`config.mk`:
```
export PLATFORM = sky130hd
export DESIGN_NAME = rrb_queue
export DESIGN_NICKNAME = d
export VERILOG_FILES = /design/src/hdl/rrb_pkg.sv /design/src/hdl/rrb_queue.sv
export SDC_FILE = /design/constraint.sdc
export NUM_CORES = 1
export LEC_CHECK = 0
export BUFFER_PORTS_ARGS = -buffer_cell sky130_fd_sc_hd__buf_2
export CAP_MARGIN = 20
export CORE_MARGIN = 2
export CORE_UTILIZATION = 29
export CTS_CLUSTER_SIZE = 30
export DETAILED_ROUTE_END_ITERATION = 7
export PLACE_DENSITY = 0.48
export SLEW_MARGIN = 20
export SYNTH_ARGS = -nofsm -noshare
export SYNTH_HDL_FRONTEND = slang
export SYNTH_SLANG_ARGS = --single-unit
```
`constraint.sdc`:
```
create_clock -name i_clk -period 3 [get_ports i_clk]
set_input_delay 0.3 -clock i_clk [delete_from_list [all_inputs] [get_ports i_clk]]
set_output_delay 0.3 -clock i_clk [all_outputs]
set_load 0.01 [all_outputs]
```
`src/hdl/rrb_pkg.sv`:
```
// Shared types and constants for the receive ring buffer.
`timescale 1ns / 1ps
`default_nettype none

package rrb_pkg;

    localparam int MODE_W = 3;
    localparam int BYTE_W = 8;
    localparam int AMT_W  = 16;
    localparam int FILL_W = 10;
    localparam int SIZE_W = 11;

    localparam int DEFAULT_DEPTH = 1024;
    localparam logic [SIZE_W-1:0] SIZE_RESET = 11'd1024;

    localparam int APB_AW = 3;
    localparam int APB_DW = 32;
    localparam logic [APB_AW-3:0] REG_RING_LEN = '0;

    localparam int QUEUE_DEPTH = 2;

    localparam logic [MODE_W-1:0] MODE_WRITE = 3'd0;
    localparam logic [MODE_W-1:0] MODE_PULL  = 3'd1;
    localparam logic [MODE_W-1:0] MODE_PEEK  = 3'd2;
    localparam logic [MODE_W-1:0] MODE_SKIP  = 3'd3;
    localparam logic [MODE_W-1:0] MODE_CLEAR = 3'd4;

    typedef enum logic [2:0] {
        OP_WRITE,
        OP_PULL,
        OP_PEEK,
        OP_SKIP,
        OP_CLEAR,
        OP_NOP
    } t_op;

    typedef struct packed {
        t_op               op;
        logic [BYTE_W-1:0] data_byte;
        logic [AMT_W-1:0]  amount;
    } t_cmd;

    typedef struct packed {
        logic [SIZE_W-1:0] ring_len;
        logic              restart;
    } t_cfg;

endpackage

`default_nettype wire

```
`src/hdl/rrb_queue.sv`:
```
// Short command queue between the front stage and the executor.
`timescale 1ns / 1ps
`default_nettype none

module rrb_queue (
    input  logic          i_clk,
    input  logic          i_rst_n,
    input  logic          i_push,
    input  rrb_pkg::t_cmd i_cmd,
    output logic          o_ready,
    output logic          o_valid,
    output rrb_pkg::t_cmd o_cmd,
    input  logic          i_pop
);
    import rrb_pkg::*;

    localparam int PTR_W = (QUEUE_DEPTH > 1) ? $clog2(QUEUE_DEPTH) : 1;
    localparam int CNT_W = $clog2(QUEUE_DEPTH + 1);

    t_cmd             r_slot [QUEUE_DEPTH];
    logic [PTR_W-1:0] r_wr_ptr;
    logic [PTR_W-1:0] r_rd_ptr;
    logic [CNT_W-1:0] r_count;
    logic             w_do_push;
    logic             w_do_pop;

    assign o_ready   = r_count != CNT_W'(QUEUE_DEPTH);
    assign o_valid   = r_count != '0;
    assign o_cmd     = r_slot[r_rd_ptr];
    assign w_do_push = i_push && o_ready;
    assign w_do_pop  = i_pop && o_valid;

    always_ff @(posedge i_clk) begin
        if (w_do_push) begin
            r_slot[r_wr_ptr] <= i_cmd;
        end
    end

    always_ff @(posedge i_clk) begin
        if (!i_rst_n) begin
            r_wr_ptr <= '0;
            r_rd_ptr <= '0;
            r_count  <= '0;
        end else begin
            if (w_do_push) begin
                r_wr_ptr <= (r_wr_ptr == PTR_W'(QUEUE_DEPTH - 1)) ? '0 : r_wr_ptr + PTR_W'(1);
            end
            if (w_do_pop) begin
                r_rd_ptr <= (r_rd_ptr == PTR_W'(QUEUE_DEPTH - 1)) ? '0 : r_rd_ptr + PTR_W'(1);
            end
            if (w_do_push && !w_do_pop) begin
                r_count <= r_count + CNT_W'(1);
            end else if (w_do_pop && !w_do_push) begin
                r_count <= r_count - CNT_W'(1);
            end
        end
    end

endmodule

`default_nettype wire

```
# Word-level counts from Yosys, hierarchy flattened
# Memories as Yosys holds them, arrays and structs flattened. A register that Yosys moved wholly into a read port is not among the register bits.
# Index checks and enable logic that the tools add are counted.
[word_totals]
ram_bits = 54
mem_count = 1
regBits = 4
[op_classes]
add_sub_neg = 4
n_mux = 8
n_reduce_logical = 8
eq_ne = 1
[mem_list]
columns = ["name", "depth", "width", "rd", "rd_ports_with_merged_regs", "wr", "line", "text"]
rows = [
  ["r_slot", 2, 27, 1, 1, 1, "rrb_queue.sv:20", "t_cmd r_slot [QUEUE_DEPTH];"],
]
[ops]
columns = ["operator", "n"]
rows = [
  ["1-bit 2-to-1 mux", 6],
  ["1-bit logical AND", 4],
  ["2-bit 2-to-1 mux", 2],
  ["2-bit nonzero test", 2],
  ["1-bit adder, second input constant", 2],
  ["2-bit by 1-bit adder with 2-bit output, second input constant", 1],
  ["1-bit logical NOT", 2],
  ["2-bit inequality test, second input constant", 1],
  ["2-bit by 1-bit subtractor with 2-bit output, second input constant", 1],
]

# Depth between registers and ports, before layout
[logic_depth]
ltp_word = 6
ltp_mapped = 6
depth_no_buf = 6

# Worst setup path before layout
# No wires, ideal clock.
[synth_timing]
kind = "register to register"
start = "reg r_count[0]"
end = "mem r_slot[1][0] in the netlist's numbering, enable pin"
period_less_slack_ns = 1.682
t_required_ns = 2.614
arrival_ns = 1.296
n_path_buf = 0
path_stages_with_launch = 3
slack_ns = 1.318
cell_sequence = "dfxtp_1 > nand2b_4 > and3_1"
[synth_between]
elab_chain_cells = 4
[synth_lines]
columns = ["element", "line", "text"]
rows = [
  ["start: declaration", "rrb_queue.sv:23", "logic [CNT_W-1:0] r_count;"],
  ["start signal: assignment", "rrb_queue.sv:52", "r_count <= r_count + CNT_W'(1);"],
  ["start signal: assignment", "rrb_queue.sv:54", "r_count <= r_count - CNT_W'(1);"],
  ["2-bit inequality test", "rrb_queue.sv:27", "assign o_ready = r_count != CNT_W'(QUEUE_DEPTH);"],
  ["named net o_ready", "rrb_queue.sv:10", "output logic o_ready,"],
  ["1-bit logical AND", "rrb_queue.sv:30", "assign w_do_push = i_push && o_ready;"],
  ["1-bit 2-to-1 mux", "rrb_queue.sv:34", "if (w_do_push) begin"],
  ["1-bit 2-to-1 mux (not written as such)", "rrb_queue.sv:35", "r_slot[r_wr_ptr] <= i_cmd;"],
  ["end: declaration", "rrb_queue.sv:20", ""],
]
# The timed path passes the listed nets, and every way through them passes these cells.

==> metrics.csv <==
stage;metric;value;unit
logic_synthesis;Warnings, synthesis;0;
sta;worst-case clock skew;0.00491;ns
logic_synthesis;number of library cell types mapped by synthesis;20;
route;total wire length;3.82;mm
grt;first-pass GRT wire length;6.24;mm
die;Initial Util;30.0;%
sta;final setup violation count;0;
route;DRC;0;
setup_path;WS Path Type;reg2out;
route;Via Count;1174;
sta;Tightest Pin Transition;0.584;ns
sta;fmax;512;MHz
clock_network;Root Buffer;clkbuf_8;
setup_path;FF-to-FF path depth;4;
grt;GR Overflow Total;0;
route;Detailed Routing Iterations Pass 1;4;
grt;largest net degree at the start of global routing;28;
die;DIE WIDTH;90.9;um
sta;relative slew slack;61.0;%
setup_path;WP buf/inv;2;
sta;Slew Limit Fails;0;
worst_hold_path;hold path depth;1;
place;Post-DP HPWL;2.60;mm
clock_network;Sink Count;59;
grt;Tot GR Track Use;10.3;%
worst_hold_path;hold path startpoint;i_cmd[18];
pwr;Switch Pwr;0.637;mW
pwr;switching part of the total;26.3;%
clock_network;Clk pin slew, worst setup/hold paths;0.07;ns
clock_network;Skew-Pair Late Insertion Delay;0.33;ns
clock_network;CTS Buf Count;9;
setup_path;startpoint types;flip-flop;
route;Routed WL per cell;13.5;um
pwr;internal power;1.78;mW
flow_run;number of max-capacitance violations reported;0;
route;antenna viol nets, final;0;
sta;Final TNS setup;0;ns
logic_synthesis;Mapped Area;2190;sq um
pwr;Combinational Power Share;23.9;%
pwr;Max VDD drop;0.333;mV
logic_synthesis;register area share after synthesis;78.7;%
cells_and_area;Synth-to-Final Area Change;29.1;%
sta;Final Hold Fails;0;
cells_and_area;final net count;210;
setup_path;Top delay family on crit path;buffers and inverters;
clock_network;Longest Clk Path Bufs;2;
grt;vias in the first global route;1323;
cells_and_area;share of layout cells above drive strength 1;59.0;%
setup_path;reg2reg end;r_slot[0][12];
setup_path;R2R Path Start;r_count[0];
setup_path;critical path's slowest cell;dfxtp_1;
clock_network;H-tree depth;3;
worst_hold_path;HP Class;in2reg;
pwr;Flop pwr share;44.5;%
setup_path;Critical Path AT;1.65;ns
pwr;Tot Pwr;2.42;mW
logic_synthesis;post-synth net total;140;
logic_synthesis;main combinational cell family by area after synthesis;multiplexers;
setup_path;CP Capture Type;output pin;
worst_hold_path;hold path endpoint;r_slot[0][18];
logic_synthesis;Post-Syn Instances;108;
logic_synthesis;adder-cell share of the synthesized area;0.572;%
pwr;pwr dens;857;nW/um^2
route;Vias/cell;4.16;
clock_network;post-cts resize count;0;
place;port bufs;59;
clock_network;CTS tree;done;
sta;RSZ-0062 raised after global routing;no;
pwr;LEAKAGE;1.06;nW
sta;Final Critical Period;1.95;ns
cells_and_area;n_diodes;0;
logic_synthesis;Mapped Avg Cell Area;20.3;sq um
pwr;clock power share;31.7;%
sta;period utilization;65.1;%
route;iteration-0 DRC count of the detailed router;68;
clock_network;number of setup buffers added after CTS;0;
die;std cell rows;31;
die;Die Y;90.9;um
run_status;status;finished, final reports clean;
grt;antenna violations before repair;0;
die;core area;7290;sq um
setup_path;largest fanout on the critical path;22;
logic_synthesis;mux cell area share after synthesis;13.9;%
clock_network;cts hold-fix bufs;0;
logic_synthesis;XOR/XNOR share of the synthesized area;1.20;%
setup_path;WP data required;2.70;ns
die;I/O Pins;60;
logic_synthesis;post-synthesis compound-gate area fraction;1.60;%
setup_path;CP cell instances;buf_4, mux2_2, buf_2;
logic_synthesis;#FFs+latches synth;59;
logic_synthesis;Synth Area in Simple Gates;2.97;%
setup_path;CP max stage delay;0.44;ns
setup_path;reg-to-reg slack, setup;1.22;ns
die;die area;8260;sq um
place;GPL Wtd Cong;0.664;
cells by family after synthesis:
kind of cell | Yosys count
buffers and inverters | 4
AO/OA/AOI/OAI | 5
XOR/XNOR | 3
adder cells (fa/ha/maj) | 1
multiplexers | 27
AND/OR/NAND/NOR | 9
flip-flops | 59
cell type report:
type	count	area [sq um]
Fill cell	701	4470
Sequential cell	59	1720
Multi-Input combinational cell	45	443
Timing Repair Buffer	62	318
Clock buffer	9	124
Tap cell	99	124
Clock inverter	7	91.3
Inverter	1	3.75
layout by cell type, fill, tap and decap left out:
cell type    n
a21bo_2      1
nand2b_4     1
xor2_1       1
ha_1         1
nand3b_1     1
and2_1       4
clkinv_2     3
or2_2        1
bufinv_16    2
buf_4        3
and3_1       1
inv_6        1
mux2_2      27
a21boi_0     1
inv_1        1
a21boi_1     1
dfxtp_1      5
o21ai_0      1
xnor2_1      2
or3_1        1
clkinvlp_4   1
edfxtp_1    54
o21ai_1      1
clkbuf_8     9
buf_2       59
sequential cells by signal, summed over array words and instances, names as in the netlist, named ones only:
| signal | flops |
|---|---|
| r_wr_ptr | 1 |
| r_count | 2 |
| r_slot | 54 |
| r_rd_ptr | 1 |
metal layers:
layer,GRT usage (%),wire [um],vias to the layer above
li1,-,-,558
met1,11.5,1660,566
met2,16.5,1830,41
met3,3.92,211,9
met4,6.82,114,0
met5,0,0,-
power groups by stage:
stage               clock [mW]  combinational (mW)  sequential [mW]
floorplan                    0               0.395             1.08
CTS                      0.796               0.596             1.08
detailed placement           0               0.592             1.10
global placement             0               0.577             1.09
global route             0.837               0.640             1.09
finish                   0.767               0.578             1.08
cell usage after synthesis:
cell / n / area [sq um]
mux2_2: 27 / 304
edfxtp_1: 54 / 1620
nand3b_1: 1 / 7.51
buf_2: 1 / 5.00
nand2b_4: 1 / 13.8
ha_1: 1 / 12.5
dfxtp_1: 5 / 100
or2_2: 1 / 6.26
xor2_1: 1 / 8.76
inv_1: 1 / 3.75
and2_1: 4 / 25.0
or3_1: 1 / 6.26
o21ai_1: 1 / 5.00
buf_4: 2 / 15.0
a21bo_2: 1 / 10.0
a21boi_1: 1 / 7.51
xnor2_1: 2 / 17.5
a21boi_0: 1 / 7.51
o21ai_0: 1 / 5.00
and3_1: 1 / 6.26
worst max path at each step:
stage | from | endpoint | depth (start not counted)
2_1_floorplan | r_count[0] | r_slot[1][0] | 2
3_3_place_gp | r_count[0] | r_slot[0][6] | 4
3_5_place_dp | r_count[0] | r_slot[0][6] | 4
4_1_cts | flip-flop | o_cmd[11] | 3
5_1_grt | flip-flop | o_cmd[11] | 3
6_report | flip-flop | o_cmd[11] | 3
stage by stage:
| step | std cells | hold slack [ns] | utilization [%] | setup WS [ns] | instance area (sq um) |
|---|---|---|---|---|---|
| final | 282 | 0.158 | 38.7 | 1.05 | 2830 |
| after global routing | 282 | 0.137 | 38.7 | 0.915 | 2830 |
| after CTS | 282 | 0.138 | 38.7 | 0.971 | 2830 |
| after detailed placement | 266 | 0.493 | 35.8 | 1.19 | 2610 |
| after global placement | 266 | 0.490 | 35.8 | 1.29 | 2610 |
| after floorplan | 108 | 0.399 | - | 1.32 | 2190 |
No activity file was read; power rests on OpenSTA's default activity.
