==> src/hdl/rrb_pkg.sv <==
// Shared types and constants for the receive ring buffer.
`timescale 1ns / 1ps
`default_nettype none

package rrb_pkg;

    localparam int MODE_W = 3;
    localparam int BYTE_W = 8;
    localparam int AMT_W  = 16;
    localparam int FILL_W = 10;
    localparam int SIZE_W = 11;

    localparam int DEFAULT_DEPTH = 1024;
    localparam logic [SIZE_W-1:0] SIZE_RESET = 11'd1024;

    localparam int APB_AW = 3;
    localparam int APB_DW = 32;
    localparam logic [APB_AW-3:0] REG_RING_LEN = '0;

    localparam int QUEUE_DEPTH = 2;

    localparam logic [MODE_W-1:0] MODE_WRITE = 3'd0;
    localparam logic [MODE_W-1:0] MODE_PULL  = 3'd1;
    localparam logic [MODE_W-1:0] MODE_PEEK  = 3'd2;
    localparam logic [MODE_W-1:0] MODE_SKIP  = 3'd3;
    localparam logic [MODE_W-1:0] MODE_CLEAR = 3'd4;

    typedef enum logic [2:0] {
        OP_WRITE,
        OP_PULL,
        OP_PEEK,
        OP_SKIP,
        OP_CLEAR,
        OP_NOP
    } t_op;

    typedef struct packed {
        t_op               op;
        logic [BYTE_W-1:0] data_byte;
        logic [AMT_W-1:0]  amount;
    } t_cmd;

    typedef struct packed {
        logic [SIZE_W-1:0] ring_len;
        logic              restart;
    } t_cfg;

endpackage

`default_nettype wire

==> src/hdl/rrb_ifs.sv <==
// Request and result channel interfaces of the receive ring buffer.
`timescale 1ns / 1ps
`default_nettype none

interface rrb_in_if;
    logic                       valid;
    logic                       ready;
    logic [rrb_pkg::MODE_W-1:0] mode;
    logic [rrb_pkg::BYTE_W-1:0] data_byte;
    logic [rrb_pkg::AMT_W-1:0]  amount;

    modport source (output valid, mode, data_byte, amount, input ready);
    modport sink (input valid, mode, data_byte, amount, output ready);
endinterface


`default_nettype wire

==> src/hdl/rrb_front.sv <==
// Front stage: takes requests and decodes the mode into an operation.
`timescale 1ns / 1ps
`default_nettype none

module rrb_front (
    input  logic          i_clk,
    input  logic          i_rst_n,
    input  logic          i_enable,
    rrb_in_if.sink        i_rx,
    output logic          o_push,
    output rrb_pkg::t_cmd o_cmd,
    input  logic          i_queue_ready
);
    import rrb_pkg::*;

    logic r_valid;
    t_cmd r_cmd;
    t_op  w_op;

    always_comb begin
        unique case (i_rx.mode)
            MODE_WRITE: w_op = OP_WRITE;
            MODE_PULL:  w_op = OP_PULL;
            MODE_PEEK:  w_op = OP_PEEK;
            MODE_SKIP:  w_op = OP_SKIP;
            MODE_CLEAR: w_op = OP_CLEAR;
            default:    w_op = OP_NOP;
        endcase
    end

    assign i_rx.ready = i_enable && (!r_valid || i_queue_ready);
    assign o_push     = r_valid;
    assign o_cmd      = r_cmd;

    always_ff @(posedge i_clk) begin
        if (!i_rst_n) begin
            r_valid <= 1'b0;
        end else if (i_rx.valid && i_rx.ready) begin
            r_valid         <= 1'b1;
            r_cmd.op        <= w_op;
            r_cmd.data_byte <= i_rx.data_byte;
            r_cmd.amount    <= i_rx.amount;
        end else if (i_queue_ready) begin
            r_valid <= 1'b0;
        end
    end

endmodule

`default_nettype wire

==> src/flat_wrapper.sv <==
// flat-port wrapper written by rule: the top's interface ports become plain ports
module rrb_front_flat import rrb_pkg::*;
  (i_clk, i_rst_n, i_enable, o_push, o_cmd, i_queue_ready, i_rx_valid, i_rx_mode, i_rx_data_byte, i_rx_amount, i_rx_ready);
  rrb_in_if i_rx_i ();
  input  logic i_clk;
  input  logic i_rst_n;
  input  logic i_enable;
  output logic o_push;
  output rrb_pkg::t_cmd o_cmd;
  input  logic i_queue_ready;
  input wire logic [$bits(i_rx_i.valid)-1:0] i_rx_valid;
  input wire logic [$bits(i_rx_i.mode)-1:0] i_rx_mode;
  input wire logic [$bits(i_rx_i.data_byte)-1:0] i_rx_data_byte;
  input wire logic [$bits(i_rx_i.amount)-1:0] i_rx_amount;
  output wire logic [$bits(i_rx_i.ready)-1:0] i_rx_ready;
  assign i_rx_i.valid = i_rx_valid;
  assign i_rx_i.mode = i_rx_mode;
  assign i_rx_i.data_byte = i_rx_data_byte;
  assign i_rx_i.amount = i_rx_amount;
  assign i_rx_ready = i_rx_i.ready;
  rrb_front u_core (.i_clk(i_clk), .i_rst_n(i_rst_n), .i_enable(i_enable), .i_rx(i_rx_i), .o_push(o_push), .o_cmd(o_cmd), .i_queue_ready(i_queue_ready));
endmodule
==> config.mk <==
export PLATFORM = sky130hd
export DESIGN_NAME = rrb_front_flat
export DESIGN_NICKNAME = d
export VERILOG_FILES = /design/src/hdl/rrb_pkg.sv /design/src/hdl/rrb_ifs.sv /design/src/hdl/rrb_front.sv /design/src/flat_wrapper.sv
export SDC_FILE = /design/constraint.sdc
export NUM_CORES = 1
export LEC_CHECK = 0
export BUFFER_PORTS_ARGS = -buffer_cell sky130_fd_sc_hd__buf_2
export CAP_MARGIN = 10
export CORE_MARGIN = 3
export CORE_UTILIZATION = 30
export CTS_CLUSTER_DIAMETER = 100
export DETAILED_ROUTE_END_ITERATION = 12
export PLACE_DENSITY_LB_ADDON = 0.15
export SETUP_SLACK_MARGIN = 0.4
export SLEW_MARGIN = 40
export SYNTH_ARGS = -nofsm -noshare
export SYNTH_HDL_FRONTEND = slang
export SYNTH_SLANG_ARGS = --single-unit
==> constraint.sdc <==
create_clock -name i_clk -period 1.68 [get_ports i_clk]
set_input_delay 0 -clock i_clk [delete_from_list [all_inputs] [get_ports i_clk]]
set_output_delay 0 -clock i_clk [all_outputs]
set_load 0.05 [all_outputs]
# Word-level counts from Yosys, hierarchy flattened
# Cells that the tools add are included.
[totals] reg_bits=28 latch_bits=0 ramBits=0 romBits=0 input_bits=32 out_inout_bits=29 word_cells=18 n_memories=0
[classes] add_sub_neg=0 multipliers=0 div_mod_pow=0 magnitude_cmp=0 n_eq_ne=4 shifts=0 muxes=3 n_bitwise=0 reduce_logical=7
[op_table] cell="3-bit one-hot mux with 5 select lines" count=1
[op_table] cell="3-bit by 2-bit == test with 1-bit output (second input constant)" count=2
[op_table] cell="3-bit by 1-bit == test with 1-bit output (second input constant)" count=1
[op_table] cell="3-bit == test (second input constant)" count=1
[op_table] cell="3-bit zero test" count=1
[op_table] cell="1-bit logical AND" count=2
[op_table] cell="1-bit two-way mux" count=2
[op_table] cell="2-bit AND reduction" count=1
[op_table] cell="2-bit nonzero test" count=1
[op_table] cell="1-bit zero test" count=1
[op_table] cell="1-bit logical OR" count=1

# Depth between registers and ports, before layout
[depth] depth_word=5 mapped_depth=2 depth_no_buf=2

# Worst setup path before layout
# Ideal clock, no wire load.
[synth_timing] path_type="register -> register" start="register u_core.r_valid (netlist: u_core.o_push)" end="register u_core.r_cmd, in the netlist u_core.o_cmd[0] (enable)" setup_ps=386 arrival_ps=1396 required_ps=1294 setup_slack_ps=-102 path_stages_with_launch=3 n_path_buf=0 synth_period_minus_slack_ps=1782 cell_sequence="dfxtp_1 > nand2b_4 > and4_1"
[synth_between] elab_chain_cells=5
[synth_rtl] item="start, declared" line="rrb_front.sv:16" rtl="logic r_valid;"
[synth_rtl] item="start signal, assigned" line="rrb_front.sv:37" rtl="r_valid <= 1'b0;"
[synth_rtl] item="start signal, assigned" line="rrb_front.sv:39" rtl="r_valid <= 1'b1;"
[synth_rtl] item="start signal, assigned" line="rrb_front.sv:44" rtl="r_valid <= 1'b0;"
[synth_rtl] item="1-bit zero test" line="rrb_front.sv:31" rtl="assign i_rx.ready = i_enable && (!r_valid || i_queue_ready);"
[synth_rtl] item="1-bit logical OR" line="rrb_front.sv:31"
[synth_rtl] item="1-bit logical AND" line="rrb_front.sv:31"
[synth_rtl] item="1-bit logical AND" line="rrb_front.sv:38" rtl="end else if (i_rx.valid && i_rx.ready) begin"
[synth_rtl] item="2-bit AND reduction (no source line)"
[synth_rtl] item="end, declared" line="rrb_front.sv:17" rtl="t_cmd r_cmd;"
# No other way between the ends.
# A chain may end at the register's enable or synchronous reset.

# Final worst setup path
[layout_timing] start="input port i_rx_mode[2]" end="register u_core.r_cmd, in the netlist u_core.o_cmd[24] (data pin)"
[layout_between] elab_chain_cells=2 word_cells_on_any_way=6 classes_between="eq/ne: 4; mux: 1; reduce/logical: 1"
[layout_rtl] item="start, declared" line="flat_wrapper.sv:12" rtl="input wire logic [$bits(i_rx_i.mode)-1:0] i_rx_mode;"
[layout_rtl] item="3-bit == test (tied with other cells)" line="rrb_front.sv:21" rtl="unique case (i_rx.mode)"
[layout_rtl] item="3-bit one-hot mux with 5 select lines *" line="rrb_front.sv:21"
[layout_rtl] item="net u_core.w_op[0]" line="rrb_front.sv:18" rtl="t_op w_op;"
# The timed path passes the listed nets; every way through them passes the cells marked *.

==> metrics.txt <==
status=completed; n_diodes=0; maximum fanout along the worst path=3; Fillers=about 250; Final Cycle Share=0.760; Max Cap Viol=0; Overflow after GRT=0; total CTS buffers=3; DP Area=1230 µm²; Sequential Area=between 800 and 900 µm²; critical path class=input port to flip-flop; CTS root buf=clkbuf_4; Critical Path RT=1.76 ns; post-synthesis sequential area ratio=0.935; syn nets=about 70; Worst Max-Slew Pin Slew=0.362 ns; chip height=60.4 µm; Synth Cell Area=888 µm²; die area=3650 µm²; P_leak=between 0.6 and 0.7 nW; Post-synth ARST share=0; CP Data Arrival Time=about 1.4 ns; CP max stage cell=dlygate4sd3_1; setup slack at placement=0.482 ns; top post-synthesis cells by area=edfxtp_1, dfxtp_1, nand2b_4, and4_1, a21boi_1; Worst Setup End Kind=flip-flop; Tot Pwr=1.26 mW; die span in x=60.4 µm; Final nets=~160; DR DRC count=0; final setup TNS=0 ns; Synth-to-Final Area Change=75.2%; Power Density=812 nW/µm²; Rel. slew slack=0.759; final WL=1950 µm; Skew-Pair Late Insertion Delay=just over 0.3 ns; first-pass GRT wire length=2850 µm; first drt pass iteration count=4; row count=19; R2R cell count=2; synth unique cells=10; starting density of the core=0.319; Critical Path Source Type=input port; share of Yosys cell area claimed by the top area cell type=0.913; RSZ-0062 raised after global routing=false; count leader, synth=edfxtp_1; H-Tree Level Count=1; final non-filler cell area=roughly 1600 µm²; hold-critical path depth=3; worst hold margin=0.204 ns; fin crit period=1.28 ns; Max Slew Vio Count=0; Antenna Nets Post-Route=0; total setup buffers inserted after CTS=0; Hold Path Class=input port to flip-flop; EDFF count, synth=27; vias in the first global route=709; initial antenna violation count=0; ys flop type=edfxtp_1; aggregate global-route resource usage=0.110; Ys Warns=0; CTS max path bufs=2; post-synthesis register bit count=28; Port Buffer Count=60; Avg Vias per Cell=4.19; area of the multi-input gates=56.3 µm²; Clock Sinks=28; largest net degree at the start of global routing=28; Largest stage delay, worst path=0.55 ns; share of layout cells above drive strength 1=0.512; Setup-failing EPs final=0; vias=between 600 and 700; critical path, cell by cell=dlygate4sd3_1 > buf_2 > a21o_1 > dlygate4sd3_1; RD Place Congestion=0.617; clock transition at the registers of the reported paths=roughly 0.13 ns; Post-Route Skew=~0.007 ns; IR drop worst, VDD=520 µV; DR iter-0 viols=6; Core Area=2780 µm²; Avg Cell Area, Syn=24.7 µm²; I/O Pins=61; Post-Syn Instances=36; WL/cell=12.2 µm; Crit path top cell by count=dlygate4sd3_1; Yosys top cell by area=edfxtp_1; Final Hold Vio Count=0; Max Fclk=783 MHz; CTS tree=built; worst setup margin=0.403 ns
[where the power goes]
group / internal [mW] / total, mW / switching, mW
logic: 0.0906 / 0.201 / 0.110
clock network: 0.0927 / 0.269 / 0.176
registers: 0.789 / 0.794 / 0.00518
[per-stage QoR]
stage	cells	utilization
after CTS	160	0.559
after detailed placement	126	0.441
final	160	0.560
after global routing	160	0.560
after global placement	126	0.441
after floorplan	36	-
[logic make-up (layout without fill, tap and decap cells)]
kind of cell	count (synthesis)	count (layout)	share of synthesized area
buffers and inverters	1	94	0.00422
flip-flops	28	28	0.935
AO/OA/AOI/OAI	2	2	0.0169
AND/OR/NAND/NOR	5	5	0.0437
[worst max-delay path, delay by kind of cell]
kind	cells	cell delay, ns
buffers and inverters	3	1.21
AO/OA/AOI/OAI	1	0.14
[layout make-up]
class | instances | area share
sequential | 28 | 0.535
clock buffer | 4 | 0.0169
timing repair buffer | 90 | 0.387
multi-input combinational | 7 | 0.0362
tap | 31 | 0.0249
[what timing repair did]
| item | in CTS | in global routing |
|---|---|---|
| resized for setup | 0 | 1 |
| hold endpoints to repair | 28 | 0 |
| hold buffers | 30 | 0 |
| endpoints found under the setup margin | 0 | 1 |
[worst paths after layout]
kind	to	slack, ns	startpoint
max	u_core.o_cmd[24]	0.40	i_rx_mode[2]
min	u_core.o_cmd[25]	0.20	i_rx_mode[1]
max reg2reg	u_core.o_cmd[16]	0.48	u_core.o_push
min reg2reg	u_core.o_cmd[22]	0.88	u_core.o_push
[layer usage]
layer / part of all wire / GRT usage / routed length [µm]
met5: 0 / 0 / 0
met4: 0 / 0.0464 / 0
met3: 0.098 / 0.0255 / 190
met2: 0.59 / 0.230 / 1150
met1: 0.31 / 0.0954 / 607
[state kept, by name, summed over array words and instances (netlist names)]
| signal | flops |
|---|---|
| u_core.o_cmd | 27 |
| u_core.o_push | 1 |
[cells in the final DEF (no fill, tap or decap)]
master / Yosys / routed
clkbuf_1: 1 / 1
a21o_1: 1 / 1
and2_1: 1 / 1
nand2_1: 1 / 1
and4_4: 0 / 1
nand2b_4: 1 / 1
dfxtp_2: 0 / 1
buf_2: 0 / 60
nor2b_1: 1 / 1
dlygate4sd3_1: 0 / 29
edfxtp_1: 27 / 27
clkbuf_4: 0 / 3
dlymetal6s4s_1: 0 / 1
a21boi_1: 1 / 1
Note: power is estimated with default switching activity, not from simulation.
